<file path="config.mk">
export PLATFORM = sky130hd
export DESIGN_NAME = array_list_insert_find_delete_unit
export DESIGN_NICKNAME = d
export VERILOG_FILES = /design/src/hdl/alifd_pkg.sv /design/src/hdl/alifd_cell.sv /design/src/hdl/array_list_insert_find_delete_unit.sv
export SDC_FILE = /design/constraint.sdc
export NUM_CORES = 1
export LEC_CHECK = 0
export ABC_AREA = 1
export BUFFER_PORTS_ARGS = -buffer_cell sky130_fd_sc_hd__buf_2
export CORE_AREA = 2 2 136 138
export DETAILED_ROUTE_END_ITERATION = 16
export DIE_AREA = 0 0 138 140
export GPL_TIMING_DRIVEN = 0
export HOLD_SLACK_MARGIN = 0.15
export PLACE_DENSITY_LB_ADDON = 0.3
export SETUP_SLACK_MARGIN = 0.05
export SKIP_CTS_REPAIR_TIMING = 1
export SYNTH_ARGS = -nofsm -noshare
export SYNTH_HDL_FRONTEND = slang
export SYNTH_SLANG_ARGS = --single-unit
</file>
<file path="constraint.sdc">
create_clock -name i_clk -period 6.05 [get_ports i_clk]
set_input_delay 0.3025 -clock i_clk [delete_from_list [all_inputs] [get_ports i_clk]]
set_output_delay 0.3025 -clock i_clk [all_outputs]
set_load 0.005 [all_outputs]
</file>
<file path="src/hdl/alifd_pkg.sv">
// ----------------------------------------------------------------------------
// alifd_pkg
// shared types and codes for the insert/find/delete list unit
// ----------------------------------------------------------------------------
package alifd_pkg;

    // op codes, code 3 is unused and acts as a no-op
    localparam logic [1:0] OP_INSERT = 2'd0;
    localparam logic [1:0] OP_FIND   = 2'd1;
    localparam logic [1:0] OP_DELETE = 2'd2;

    // result status codes
    localparam logic [1:0] ST_DONE = 2'd0;
    localparam logic [1:0] ST_FULL = 2'd1;
    localparam logic [1:0] ST_MISS = 2'd2;

    // field widths
    localparam int unsigned OP_W    = 2;
    localparam int unsigned BYTE_W  = 8;
    localparam int unsigned POS_W   = 4;
    localparam int unsigned STAT_W  = 2;
    localparam int unsigned COUNT_W = 5;

    // per-cell load control
    typedef struct packed {
        logic take_prev;
        logic take_next;
    } t_cell_ctrl;

endpackage

</file>
<file path="src/hdl/alifd_cell.sv">
// ----------------------------------------------------------------------------
// alifd_cell
// one list slot: byte plus valid bit, loads from either neighbour
// ----------------------------------------------------------------------------
module alifd_cell (
    input  logic                           i_clk,
    input  logic                           i_rst_n,
    input  alifd_pkg::t_cell_ctrl          i_ctrl,
    input  logic [alifd_pkg::BYTE_W-1:0]   i_key,
    input  logic [alifd_pkg::BYTE_W-1:0]   i_prev_data,
    input  logic                           i_prev_valid,
    input  logic [alifd_pkg::BYTE_W-1:0]   i_next_data,
    input  logic                           i_next_valid,
    output logic [alifd_pkg::BYTE_W-1:0]   o_data,
    output logic                           o_valid,
    output logic                           o_match
);
    import alifd_pkg::*;

    logic [BYTE_W-1:0] r_data;
    logic [BYTE_W-1:0] n_data;
    logic              r_valid;
    logic              n_valid;

    always_comb begin
        n_data  = r_data;
        n_valid = r_valid;
        if (i_ctrl.take_prev) begin
            n_data  = i_prev_data;
            n_valid = i_prev_valid;
        end else if (i_ctrl.take_next) begin
            n_data  = i_next_data;
            n_valid = i_next_valid;
        end
    end

    always_ff @(posedge i_clk) begin
        if (!i_rst_n) begin
            r_valid <= 1'b0;
        end else begin
            r_valid <= n_valid;
        end
    end

    // payload, no reset
    always_ff @(posedge i_clk) begin
        r_data <= n_data;
    end

    assign o_data  = r_data;
    assign o_valid = r_valid;
    assign o_match = r_valid && (r_data == i_key);

endmodule

</file>
<file path="src/hdl/array_list_insert_find_delete_unit.sv">
// ----------------------------------------------------------------------------
// array_list_insert_find_delete_unit
// bounded ordered byte list with insert-at-front, find and delete
// ----------------------------------------------------------------------------
// The unit takes one item per clock and returns its result in the output
// register on the following cycle; a stalled result holds the input side off
// only while it is still waiting. The list is a row of CAPACITY cells, each
// holding one byte and a valid bit: every cell compares its byte against the
// item's value in the same cycle, the first hit is picked by a priority mask,
// and on the same edge the row shifts one place toward the end (insert) or
// closes the gap from the hit onward (delete). That compare and shift across the
// whole row at once is what sets the rate of one item per cycle. Reset only
// clears the valid bits and the count, so no clearing pass is needed and the
// unit takes items from the first cycle after reset.
// ----------------------------------------------------------------------------
module array_list_insert_find_delete_unit #(
    parameter int unsigned CAPACITY = 16
) (
    input  logic                            i_clk,
    input  logic                            i_rst_n,
    // item input channel
    input  logic                            i_in_valid,
    output logic                            o_in_stall,
    input  logic [alifd_pkg::OP_W-1:0]      i_op,
    input  logic [alifd_pkg::BYTE_W-1:0]    i_value,
    // result channel
    output logic                            o_out_valid,
    input  logic                            i_out_stall,
    output logic [alifd_pkg::POS_W-1:0]     o_position,
    output logic                            o_hit,
    output logic [alifd_pkg::STAT_W-1:0]    o_status,
    output logic [alifd_pkg::COUNT_W-1:0]   o_entries
);
    import alifd_pkg::*;

    localparam int unsigned IDX_W  = $clog2(CAPACITY);
    localparam int unsigned FILL_W = $clog2(CAPACITY + 1);

    // handshake
    logic w_accept;
    logic r_out_valid;
    logic n_out_valid;

    // cell row wiring
    t_cell_ctrl        w_ctrl  [CAPACITY];
    logic [BYTE_W-1:0] w_data  [CAPACITY];
    logic [CAPACITY-1:0] w_valid;
    logic [CAPACITY-1:0] w_match;
    logic [CAPACITY-1:0] w_first;
    logic [CAPACITY-1:0] w_from_first;

    // decode
    logic w_is_ins;
    logic w_is_find;
    logic w_is_del;
    logic w_full;
    logic w_found;
    logic w_do_ins;
    logic w_do_del;
    logic [IDX_W-1:0] w_idx;

    // count and result registers
    logic [FILL_W-1:0]  r_fill;
    logic [FILL_W-1:0]  n_fill;
    logic [POS_W-1:0]   r_position;
    logic [POS_W-1:0]   n_position;
    logic               r_hit;
    logic               n_hit;
    logic [STAT_W-1:0]  r_status;
    logic [STAT_W-1:0]  n_status;
    logic [COUNT_W-1:0] r_entries;
    logic [31:0]        w_idx_ext;
    logic [31:0]        w_fill_ext;

    // a waiting result blocks the input only while it is itself stalled
    assign o_in_stall = r_out_valid && i_out_stall;
    assign w_accept   = i_in_valid && !o_in_stall;

    assign w_is_ins  = (i_op == OP_INSERT);
    assign w_is_find = (i_op == OP_FIND);
    assign w_is_del  = (i_op == OP_DELETE);

    // list is full when the last cell holds an entry
    assign w_full  = w_valid[CAPACITY-1];
    assign w_found = |w_match;

    // lowest matching cell, and every cell from it to the end of the row
    assign w_first      = w_match & (~w_match + CAPACITY'(1));
    assign w_from_first = ~(w_first - CAPACITY'(1));

    assign w_do_ins = w_accept && w_is_ins && !w_full;
    assign w_do_del = w_accept && w_is_del && w_found;

    // one-hot to index
    always_comb begin
        w_idx = '0;
        for (int i = 0; i < CAPACITY; i++) begin
            if (w_first[i]) begin
                w_idx = w_idx | IDX_W'(i);
            end
        end
    end

    // cell row
    for (genvar g = 0; g < CAPACITY; g++) begin : g_cell
        logic [BYTE_W-1:0] w_prev_data;
        logic              w_prev_valid;
        logic [BYTE_W-1:0] w_next_data;
        logic              w_next_valid;

        if (g == 0) begin : g_head
            // new entry enters at the head
            assign w_prev_data  = i_value;
            assign w_prev_valid = 1'b1;
        end else begin : g_body
            assign w_prev_data  = w_data[g-1];
            assign w_prev_valid = w_valid[g-1];
        end

        if (g == CAPACITY - 1) begin : g_tail
            // tail empties on a delete
            assign w_next_data  = '0;
            assign w_next_valid = 1'b0;
        end else begin : g_mid
            assign w_next_data  = w_data[g+1];
            assign w_next_valid = w_valid[g+1];
        end

        assign w_ctrl[g].take_prev = w_do_ins;
        assign w_ctrl[g].take_next = w_do_del && w_from_first[g];

        alifd_cell u_cell (
            .i_clk        (i_clk),
            .i_rst_n      (i_rst_n),
            .i_ctrl       (w_ctrl[g]),
            .i_key        (i_value),
            .i_prev_data  (w_prev_data),
            .i_prev_valid (w_prev_valid),
            .i_next_data  (w_next_data),
            .i_next_valid (w_next_valid),
            .o_data       (w_data[g]),
            .o_valid      (w_valid[g]),
            .o_match      (w_match[g])
        );
    end

    // position and count are cut to their field widths
    assign w_idx_ext  = 32'(w_idx);
    assign w_fill_ext = 32'(n_fill);

    // next count, result fields and output valid
    always_comb begin
        n_fill      = r_fill;
        n_position  = r_position;
        n_hit       = r_hit;
        n_status    = r_status;
        n_out_valid = r_out_valid && i_out_stall;
        if (w_do_ins) begin
            n_fill = r_fill + FILL_W'(1);
        end else if (w_do_del) begin
            n_fill = r_fill - FILL_W'(1);
        end
        if (w_accept) begin
            n_out_valid = 1'b1;
            n_position  = '0;
            n_hit       = 1'b0;
            n_status    = ST_DONE;
            if (w_is_ins) begin
                if (w_full) begin
                    n_status = ST_FULL;
                end else begin
                    n_hit = 1'b1;
                end
            end else if (w_is_find || w_is_del) begin
                if (w_found) begin
                    n_hit      = 1'b1;
                    n_position = w_idx_ext[POS_W-1:0];
                end else begin
                    n_status = ST_MISS;
                end
            end
        end
    end

    always_ff @(posedge i_clk) begin
        if (!i_rst_n) begin
            r_fill      <= '0;
            r_out_valid <= 1'b0;
        end else begin
            r_fill      <= n_fill;
            r_out_valid <= n_out_valid;
        end
    end

    // result payload, no reset
    always_ff @(posedge i_clk) begin
        r_position <= n_position;
        r_hit      <= n_hit;
        r_status   <= n_status;
        if (w_accept) begin
            r_entries <= w_fill_ext[COUNT_W-1:0];
        end
    end

    assign o_out_valid = r_out_valid;
    assign o_position  = r_position;
    assign o_hit       = r_hit;
    assign o_status    = r_status;
    assign o_entries   = r_entries;

`ifndef SYNTH
    // count never runs past the row
    a_fill_bound: assert property (@(posedge i_clk) disable iff (!i_rst_n)
        r_fill <= FILL_W'(CAPACITY))
        else $error("entry count above capacity");

    // valid bits in the row agree with the count
    a_valid_count: assert property (@(posedge i_clk) disable iff (!i_rst_n)
        $countones(w_valid) == 32'(r_fill))
        else $error("cell valid bits disagree with entry count");

    // an insert into a list with room is reported as accepted
    a_ins_hit: assert property (@(posedge i_clk) disable iff (!i_rst_n)
        w_do_ins |=> (o_out_valid && o_hit && (o_status == ST_DONE)))
        else $error("accepted insert not reported as a hit");

    // a hit never carries a failure status
    a_hit_status: assert property (@(posedge i_clk) disable iff (!i_rst_n)
        (o_out_valid && o_hit) |-> (o_status == ST_DONE))
        else $error("hit reported with a failure status");

    // a successful delete shrinks the list by one
    a_del_count: assert property (@(posedge i_clk) disable iff (!i_rst_n)
        w_do_del |=> (r_fill == $past(r_fill) - FILL_W'(1)))
        else $error("delete did not reduce entry count");
`endif

endmodule

</file>
* Word level (Yosys, flattened, before mapping)
Index checks and enable logic that the tools add are counted.
** Cells by class
- Eq/ne operators :: 18
- Bitwise gates (word level) :: 5
- Reductions and logical operators :: 60
- $add $sub $neg :: 4
- Multiplexer cells :: 90
** Operator list (count)
- $mux 8 :: 32
- $eq 8x8->1 :: 16
- $mux 1 :: 39
- $logic_and 1x1->1 :: 38
- $mux 4 :: 8
- $not 16->16 :: 2
- $reduce_bool 2->1 :: 16
- $add 16x1->16 const B :: 1
- $and 16x16->16 :: 1
- $reduce_or 16->1 :: 1
- $sub 16x1->16 const B :: 1
- $mux 3 :: 4
- $mux 2 :: 5
- $mux 5 :: 2
- $add 5x1->5 const B :: 1
- $sub 5x1->5 const B :: 1
- $reduce_or 3->1 :: 1
- $eq 2x1->1 const B :: 1
- $eq 2x2->1 const B :: 1
- $logic_not 1->1 :: 2
- $logic_not 2->1 :: 1
- $not 1->1 :: 2
- $logic_or 1x1->1 :: 1
** Storage, ports and cells
- Input bits :: 14
- Output and inout bits :: 14
- Flip-flop bits (word level) :: 162

* Depth between registers and ports, before layout
Gate-level depths: netlist (run 1).
- Depth in word-level cells :: 20
- Mapped depth :: 20
- Depth with buffers taken out :: 18

* By module
Synthesis (run 1) repeated with hierarchy kept, for this count alone.
** Unflattened totals
- Cells, all modules :: 1453
- Area, all modules :: 10600.2 um^2
** By module, submodules not included
- alifd_cell :: area an instance 581.8 um^2, seq. area each 260.2 um^2, times used 16, cells each 79
- array_list_insert_find_delete_unit :: area an instance 1291.2 um^2, seq. area each 480.5 um^2, times used 1, cells each 189

* Least setup slack after synthesis (run 1)
Ideal clock, no wire load.
- Path kind :: register -> register
- From :: register r_out_valid (netlist: o_out_valid)
- To :: register g_cell[3].u_cell.r_data[0], enable pin
- Path buffers :: 1
- Cell stages (with the launch flop) :: 9
- Library setup time :: 333 ps
- Slack :: 3519 ps
- Period minus slack after synthesis :: 2531 ps
- Arrival time :: 2198 ps
- Path through :: dfxtp_1 > nand2_1 > inv_1 > nor2_1 > inv_1 > nor2_1 > clkbuf_1 > nand3_1 > nand2_1
** On the way
- Cells in the longest elaborated chain, start to end :: 7
** RTL lines
- from (decl) :: line array_list_insert_find_delete_unit.sv:41 : logic r_out_valid;
- from (signal assigned) :: line array_list_insert_find_delete_unit.sv:191 : r_out_valid <= n_out_valid;
- $logic_and 1x1->1 (*) :: line array_list_insert_find_delete_unit.sv:76 : assign o_in_stall = r_out_valid && i_out_stall;
- net o_in_stall :: line array_list_insert_find_delete_unit.sv:23 : output logic o_in_stall,
- $logic_not 1->1 (*) :: line array_list_insert_find_delete_unit.sv:77 : assign w_accept = i_in_valid && !o_in_stall;
- $logic_and 1x1->1 (*) :: line array_list_insert_find_delete_unit.sv:77
- net w_accept :: line array_list_insert_find_delete_unit.sv:40 : logic w_accept;
- $logic_and 1x1->1 (2 in a row) :: line array_list_insert_find_delete_unit.sv:92 : assign w_do_del = w_accept && w_is_del && w_found;
- $logic_and 1x1->1 :: line array_list_insert_find_delete_unit.sv:130 : assign w_ctrl[g].take_next = w_do_del && w_from_first[g];
- $reduce_bool 2->1 (no line) (*)
- to (signal assigned) :: line alifd_cell.sv:47 : r_data <= n_data;
- to (decl) :: line alifd_cell.sv:20 : logic [BYTE_W-1:0] r_data;
The timed path passes the listed nets; every way through them passes the cells marked *.
A chain may end at the register's enable or synchronous reset.

* Final worst setup path (run 1)
- From :: register r_out_valid (netlist: o_out_valid)
- To :: register g_cell[3].u_cell.r_data[1], data pin
** On the way
- Cells in the longest elaborated chain, start to end :: 6
** RTL lines
- $logic_and 1x1->1 :: line array_list_insert_find_delete_unit.sv:76
- $logic_not 1->1 :: line array_list_insert_find_delete_unit.sv:77
- $logic_and 1x1->1 :: line array_list_insert_find_delete_unit.sv:77
- net w_accept :: line array_list_insert_find_delete_unit.sv:40
- $logic_and 1x1->1 (2 in a row) :: line array_list_insert_find_delete_unit.sv:91 : assign w_do_ins = w_accept && w_is_ins && !w_full;
- $mux 8 :: line alifd_cell.sv:28 : if (i_ctrl.take_prev) begin
- net g_cell[3].u_cell.n_data[1] :: line alifd_cell.sv:21 : logic [BYTE_W-1:0] n_data;
The timed path passes the listed nets, and every way through them passes these cells.

==> results of run 1 <==
metal layers:
layer	GRT usage, %	vias to the layer above	part of all wire, %
li1	-	4757	-
met1	45.1	4707	38
met2	55.0	763	44
met3	6.12	186	11
met4	23.2	0	7.2
met5	0	-	0
cell usage in the layout, fill, tap and decap left out, types with 22 or more instances in the layout:
| master | instances |
|---|---|
| o21ai_0 | 153 |
| dfxtp_1 | 22 |
| nand4_1 | 30 |
| clkbuf_1 | 31 |
| nand3_1 | 90 |
| xnor2_1 | 26 |
| nand2_1 | 492 |
| nor2_1 | 170 |
| edfxtp_1 | 140 |
| inv_1 | 175 |
| buf_2 | 27 |
layout make-up:
class,count,area [sq um],area share (%)
inverters,184,703,6.13
plain buffers,63,394,3.43
clock inverters,6,62.6,0.545
flip-flops and latches,162,4640,40.5
repair buffers,21,105,0.916
clock buffers,26,563,4.91
well taps,229,287,2.50
multi-input cells,1043,4720,41.1
registers in the layout (all words and copies together) (netlist names):
register / count
g_cell.u_cell.o_data: 128
g_cell.u_cell.o_valid: 16
o_entries: 5
o_hit: 1
o_out_valid: 1
o_position: 4
o_status: 2
r_fill: 5
kinds of logic (layout without fill, tap and decap cells):
group                      after synthesis  after routing
DFF                                    162            162
buffers and inverters                  247            300
adders and majority gates                4              4
xor gates and xnor gates                28             28
and+or+nand+nor                        820            820
AOI/OAI and AO/OA                      191            191
worst reg2reg max path: cells and delay by family (launching register included):
| kind | cells | cell delay [ns] |
|---|---|---|
| AO/OA/AOI/OAI | 1 | 0.14 |
| flip-flops | 1 | 0.31 |
| AND/OR/NAND/NOR | 4 | 1.37 |
| buffers and inverters | 5 | 1.48 |
power by group:
part	internal [mW]	switching [mW]
combinational	0.0900	0.210
sequential	1.24	0.0219
clock	0.684	0.452
total	2.02	0.684
worst max path at each step:
stage / endpoint / depth (start not counted) / from / slack [ns]
finish: g_cell[3].u_cell.o_data[1]$_DFFE_PP_ / 10 / o_out_valid$_SDFF_PN0_ / 2.58
global route: g_cell[9].u_cell.o_data[6]$_DFFE_PP_ / 10 / o_out_valid$_SDFF_PN0_ / 2.38
CTS: g_cell[3].u_cell.o_data[1]$_DFFE_PP_ / 10 / o_out_valid$_SDFF_PN0_ / 2.68
detailed placement: g_cell[3].u_cell.o_data[1]$_DFFE_PP_ / 11 / i_out_stall / 2.62
global placement: g_cell[3].u_cell.o_data[1]$_DFFE_PP_ / 11 / i_out_stall / 2.69
floorplan: g_cell[3].u_cell.o_data[0]$_DFFE_PP_ / 8 / o_out_valid$_SDFF_PN0_ / 3.52
stage by stage:
| stage | util [%] | total power, mW |
|---|---|---|
| after global routing | 64.5 | 2.76 |
| final | 64.5 | 2.70 |
| after floorplan | - | 1.48 |
| after global placement | 61.0 | 1.57 |
| after detailed placement | 61.0 | 1.57 |
| after CTS | 64.5 | 2.68 |
==> run_results.csv, run 1 <==
group,metric,value,unit
status,status,"finished clean",
clock_network,cts_root_buf,"clkbuf_16",
critical_path,crit_family,"buffers and inverters",
critical_path,start_kind,"flop",
floorplanning,rows,49,
power,powerDensity,235,mW/mm^2
layout,nNetsFinal,1510,
layout,nFillCells,1589,
min_path,holdCritPathClass,"input pin to flop",
global_route,grt_usage,35.1,%
yosys,synth_top_area_share,40.2,%
floorplanning,boundaryPins,28,
clock_network,htreeDepth,4,
yosys,synth_top_cells_by_count,"492 x nand2_1, 175 x inv_1, 170 x nor2_1",
sta,rsz0062_at_grt,"false",
critical_path,end_kind,"flop",
yosys,netlist_instances,1452,
critical_path,rr_worst_depth,10,
sta,tightest_slew,1.15,ns
power,vdd_drop_max,0.215,mV
layout,area_delta_synth_final,9.73,%
drt,drc,0,
sta,fin_tns_setup,0,ns
critical_path,r2r_slack,2.58,ns
clock_network,clkTransAtPathRegs,0.06,ns
floorplanning,initial_utilization,58.8,%
global_route,grt_max_degree,18,
drt,ant_nets,0,
yosys,synth_compound_gate_area_share,9.50,%
global_route,antenna_found_initial,0,
yosys,synthAdderAreaFrac,0.479,%
place,placed_area,0.0108,sq mm
min_path,holdPathStages,3,
yosys,synth_cell_types,42,
critical_path,cp_slowest_cell,"nor2_1",
drt,vias_per_cell,6.01,
sta,setup-violations-final,0,
drt,first_iter_violations,1491,
floorplanning,die_h,140,microns
critical_path,max_stage_delay,0.86,ns
global_route,grt_pass1_wl,52100,microns
min_path,min-delay-start,"i_in_valid",
critical_path,critical_path_class,"flop to flop",
critical_path,crit_chain,"nand2_1 > inv_1 > nor2_1 > inv_1 > nor2_1 > buf_2 > clkbuf_1 > clkbuf_1 > nand2_1 > o21ai_0",
layout,final_cells,1734,
yosys,synth_ff_type,"edfxtp_1",
yosys,syn_area,0.0105,sq mm
yosys,syn_area_per_cell,7.20,sq um
clock_network,cts_buffers,17,
min_path,hold_end,"o_out_valid$_SDFF_PN0_",
floorplanning,core_area,0.0178,sq mm
critical_path,arrival,3.73,ns
drt,wl_per_cell,19.5,microns
yosys,post-synth-top-count-cell,"nand2_1",
critical_path,worst-path-buf-inv,5,
floorplanning,die_width,138,microns
clock_network,cts.sinks,162,
power,p_leak,5.23,nW
sta,final.setup_skew,0.00912,ns
sta,fmax,288,MHz
layout,final_cell_area,0.0115,sq mm
yosys,ys_seq_area_share,44.4,%
place,hpwl,24300,microns
sta,hold_viol,0,
sta,max_slew_margin,22.7,%
place,numPortBuffers,21,
yosys,synth_nets,1470,
run,maxCapViolCount,0,
yosys,yosysWarningCount,0,
place,dpl.cell_count,1702,
global_route,grt_pass1_vias,9743,
clock_network,cts_tree,"built",
layout,drive_above_1_share,7.71,%
critical_path,r2r-start,"o_out_valid$_SDFF_PN0_",
sta,setup_ws,2.58,ns
drt,dr.pass1.iters,7,
critical_path,worst_ep_required_time,6.31,ns
critical_path,path_max_fanout,14,
critical_path,r2r-end,"g_cell[3].u_cell.o_data[1]$_DFFE_PP_",
sta,period_share,57.4,%
yosys,synth_mux_area_share,0,%
sta,whs,0.127,ns
yosys,yosys_register_bits,162,
yosys,synthXorXnorAreaFrac,2.35,%
yosys,yosys.area_share.simple,32.8,%
yosys,yosys-top-cells-area,"edfxtp_1 40%, nand2_1 18%, o21ai_0 7.3%",
yosys,ys_async_sr_fraction,0,%
yosys,yosysTopAreaCell,"edfxtp_1",
sta,final_max_slew_viol_count,0,
sta,period_minus_slack,3.47,ns
floorplanning,die_area,0.0193,sq mm
clock_network,worstSkewPairLatency,0.44,ns
yosys,synth_top_family_by_area,"simple AND/OR/NAND/NOR gates",
drt,vias,10400,
place,dpl_worst_slack,2.62,ns
global_route,overflow,0,
clock_network,clk_path_buf_depth,2,
yosys,synth-edff-count,140,
drt,routed_wl,33900,microns
layout,diodes,0,
place,gp_congestion,1.00,
Power figures use the tool's default switching activity.
==> run 2: changes to the inputs <==
==> constraint.sdc (replaced) <==
create_clock -name i_clk -period 3.35 [get_ports i_clk]
set_input_delay 0.1675 -clock i_clk [delete_from_list [all_inputs] [get_ports i_clk]]
set_output_delay 0.1675 -clock i_clk [all_outputs]
set_load 0.005 [all_outputs]
==> run 2 against run 1 <==
Against the previous run: critical path depth increased by 2; clock power increased by 80%; critical endpoint unchanged; via count decreased by 0.21%; highest routed layer unchanged; die area unchanged.
==> run_results.csv, run 2 (synthesis gave the netlist of run 1 again) <==
group,metric,value,unit
status,status,"finished clean",
layout,nFillCells,1586,
global_route,antenna_found_initial,0,
drt,routed_wl,33800,microns
drt,first_iter_violations,1435,
layout,mostFrequentLayoutCell,"nand2_1",
critical_path,end_kind,"flop",
critical_path,crit_chain,"dlygate4sd3_1 > buf_2 > nand2_1 > inv_1 > nor2_4 > inv_1 > nor2_1 > buf_2 > clkbuf_1 > clkbuf_1 > nand2_1 > o21ai_0",
critical_path,crit_family,"buffers and inverters",
clock_network,worstSkewPairLatency,0.44,ns
power,internal_power,3.65,mW
drt,ant_nets,0,
critical_path,path_max_fanout,14,
power,combPwrFrac,11.2,%
power,vdd_drop_max,0.392,mV
layout,fin_util,64.8,%
floorplanning,core_area,0.0178,sq mm
layout,largest_reg_flops,128,
sta,final_max_slew_viol_count,0,
floorplanning,die_width,138,microns
min_path,min-delay-start,"i_in_valid",
drt,dr.pass1.iters,8,
place,hpwl,24300,microns
layout,drive_above_1_share,7.76,%
global_route,grt_pass1_vias,9743,
layout,diodes,0,
power,pwr-share-clk,42.0,%
critical_path,startpoint,"i_out_stall",
place,gp_congestion,1.00,
sta,tightest_slew,0.832,ns
layout,final_cell_area,0.0115,sq mm
drt,vias,10400,
power,powerDensity,424,mW/mm^2
place,numPortBuffers,21,
global_route,grt_max_degree,18,
sta,fin_tns_setup,0,ns
critical_path,arrival,3.20,ns
power,seq_power_share,46.8,%
clock_network,clkTransAtPathRegs,0.06,ns
floorplanning,die_area,0.0193,sq mm
floorplanning,die_h,140,microns
sta,max_slew_margin,44.5,%
clock_network,cts_tree,"built",
sta,period_minus_slack,2.94,ns
floorplanning,rows,49,
sta,setup-violations-final,0,
clock_network,htreeDepth,4,
critical_path,start_kind,"input pin",
layout,most-common-layout-cells,"492 x nand2_1, 175 x inv_1, 169 x nor2_1, 153 x o21ai_0, 140 x edfxtp_1",
power,switchingPower,1.24,mW
clock_network,clk_path_buf_depth,2,
global_route,met1_usage,45.1,%
clock_network,cts.sinks,162,
global_route,met3_usage,6.12,%
critical_path,worst-path-buf-inv,7,
sta,whs,0.209,ns
global_route,overflow,0,
sta,final.setup_skew,0.0105,ns
critical_path,critical_path_class,"input pin to flop",
run,maxCapViolCount,0,
sta,period_share,87.7,%
drt,wl_per_cell,19.5,microns
critical_path,worst_ep_required_time,3.61,ns
clock_network,cts_buffers,17,
place,placed_area,0.0108,sq mm
critical_path,r2r-start,"o_out_valid$_SDFF_PN0_",
clock_network,cts_root_buf,"clkbuf_16",
sta,rsz0062_at_grt,"false",
power,p_leak,5.24,nW
global_route,grt_pass1_wl,52100,microns
global_route,grt_use_met2,55.0,%
critical_path,cp_slowest_cell,"clkbuf_1",
global_route,grt_most_used_layer,"met2",
global_route,grt_usage,35.1,%
layout,nNetsFinal,1513,
critical_path,max_stage_delay,0.60,ns
sta,hold_viol,0,
floorplanning,initial_utilization,58.8,%
drt,vias_per_cell,5.98,
sta,fmax,340,MHz
floorplanning,boundaryPins,28,
drt,drc,0,
layout,area_delta_synth_final,10.1,%
min_path,holdCritPathClass,"input pin to flop",
power,swShare,25.3,%
## run 2: area by class of cell
cell class / instances / area (sq um) / area share, %
multi-input cells: 1043 / 4720 / 41.0
flip-flops and latches: 162 / 4640 / 40.3
inverters: 184 / 703 / 6.11
clock buffers: 26 / 563 / 4.89
plain buffers: 63 / 394 / 3.42
well taps: 229 / 287 / 2.49
repair buffers: 24 / 135 / 1.17
clock inverters: 6 / 62.6 / 0.543
## run 2: metal layers
| layer | wire length [microns] | vias to the layer above |
|---|---|---|
| li1 | - | 4757 |
| met5 | 0 | - |
| met2 | 14900 | 768 |
| met4 | 2350 | 0 |
| met1 | 12700 | 4679 |
| met3 | 3920 | 187 |
## run 2: power groups by stage
stage / Sequential [mW] / Combinational [mW] / Clock [mW]
3_5_place_dp: 2.33 / 0.518 / 0
2_1_floorplan: 2.31 / 0.357 / 0
5_1_grt: 2.29 / 0.592 / 2.11
4_1_cts: 2.28 / 0.523 / 2.04
6_report: 2.29 / 0.546 / 2.05
3_3_place_gp: 2.32 / 0.506 / 0
## run 2: path summary, 6_finish.rpt
kind	slack (ns)	to	cells after the start
max	0.41	g_cell[3].u_cell.o_data[1]$_DFFE_PP_	12
min	0.21	o_status[1]$_SDFFCE_PP0P_	3
max reg2reg	0.47	g_cell[3].u_cell.o_data[1]$_DFFE_PP_	10
min reg2reg	0.50	r_fill[4]$_SDFF_PN0_	2
## run 2: through the flow
step / setup WS (ns) / power (mW) / instances
floorplan: 0.819 / 2.67 / 1452
global placement: 0.0902 / 2.83 / 1702
detailed placement: 0.0206 / 2.84 / 1702
CTS: -0.0215 / 4.84 / 1734
global route: 0.206 / 4.99 / 1737
finish: 0.412 / 4.88 / 1737
## run 2: worst register-to-register path, cell delays in order, from the launching register on
cell      delay [ns]
dfxtp_1         0.31
nand2_1         0.08
inv_1           0.07
nor2_4          0.33
inv_1           0.11
nor2_1          0.22
buf_2           0.26
clkbuf_1        0.60
clkbuf_1        0.41
nand2_1         0.17
o21ai_0         0.14
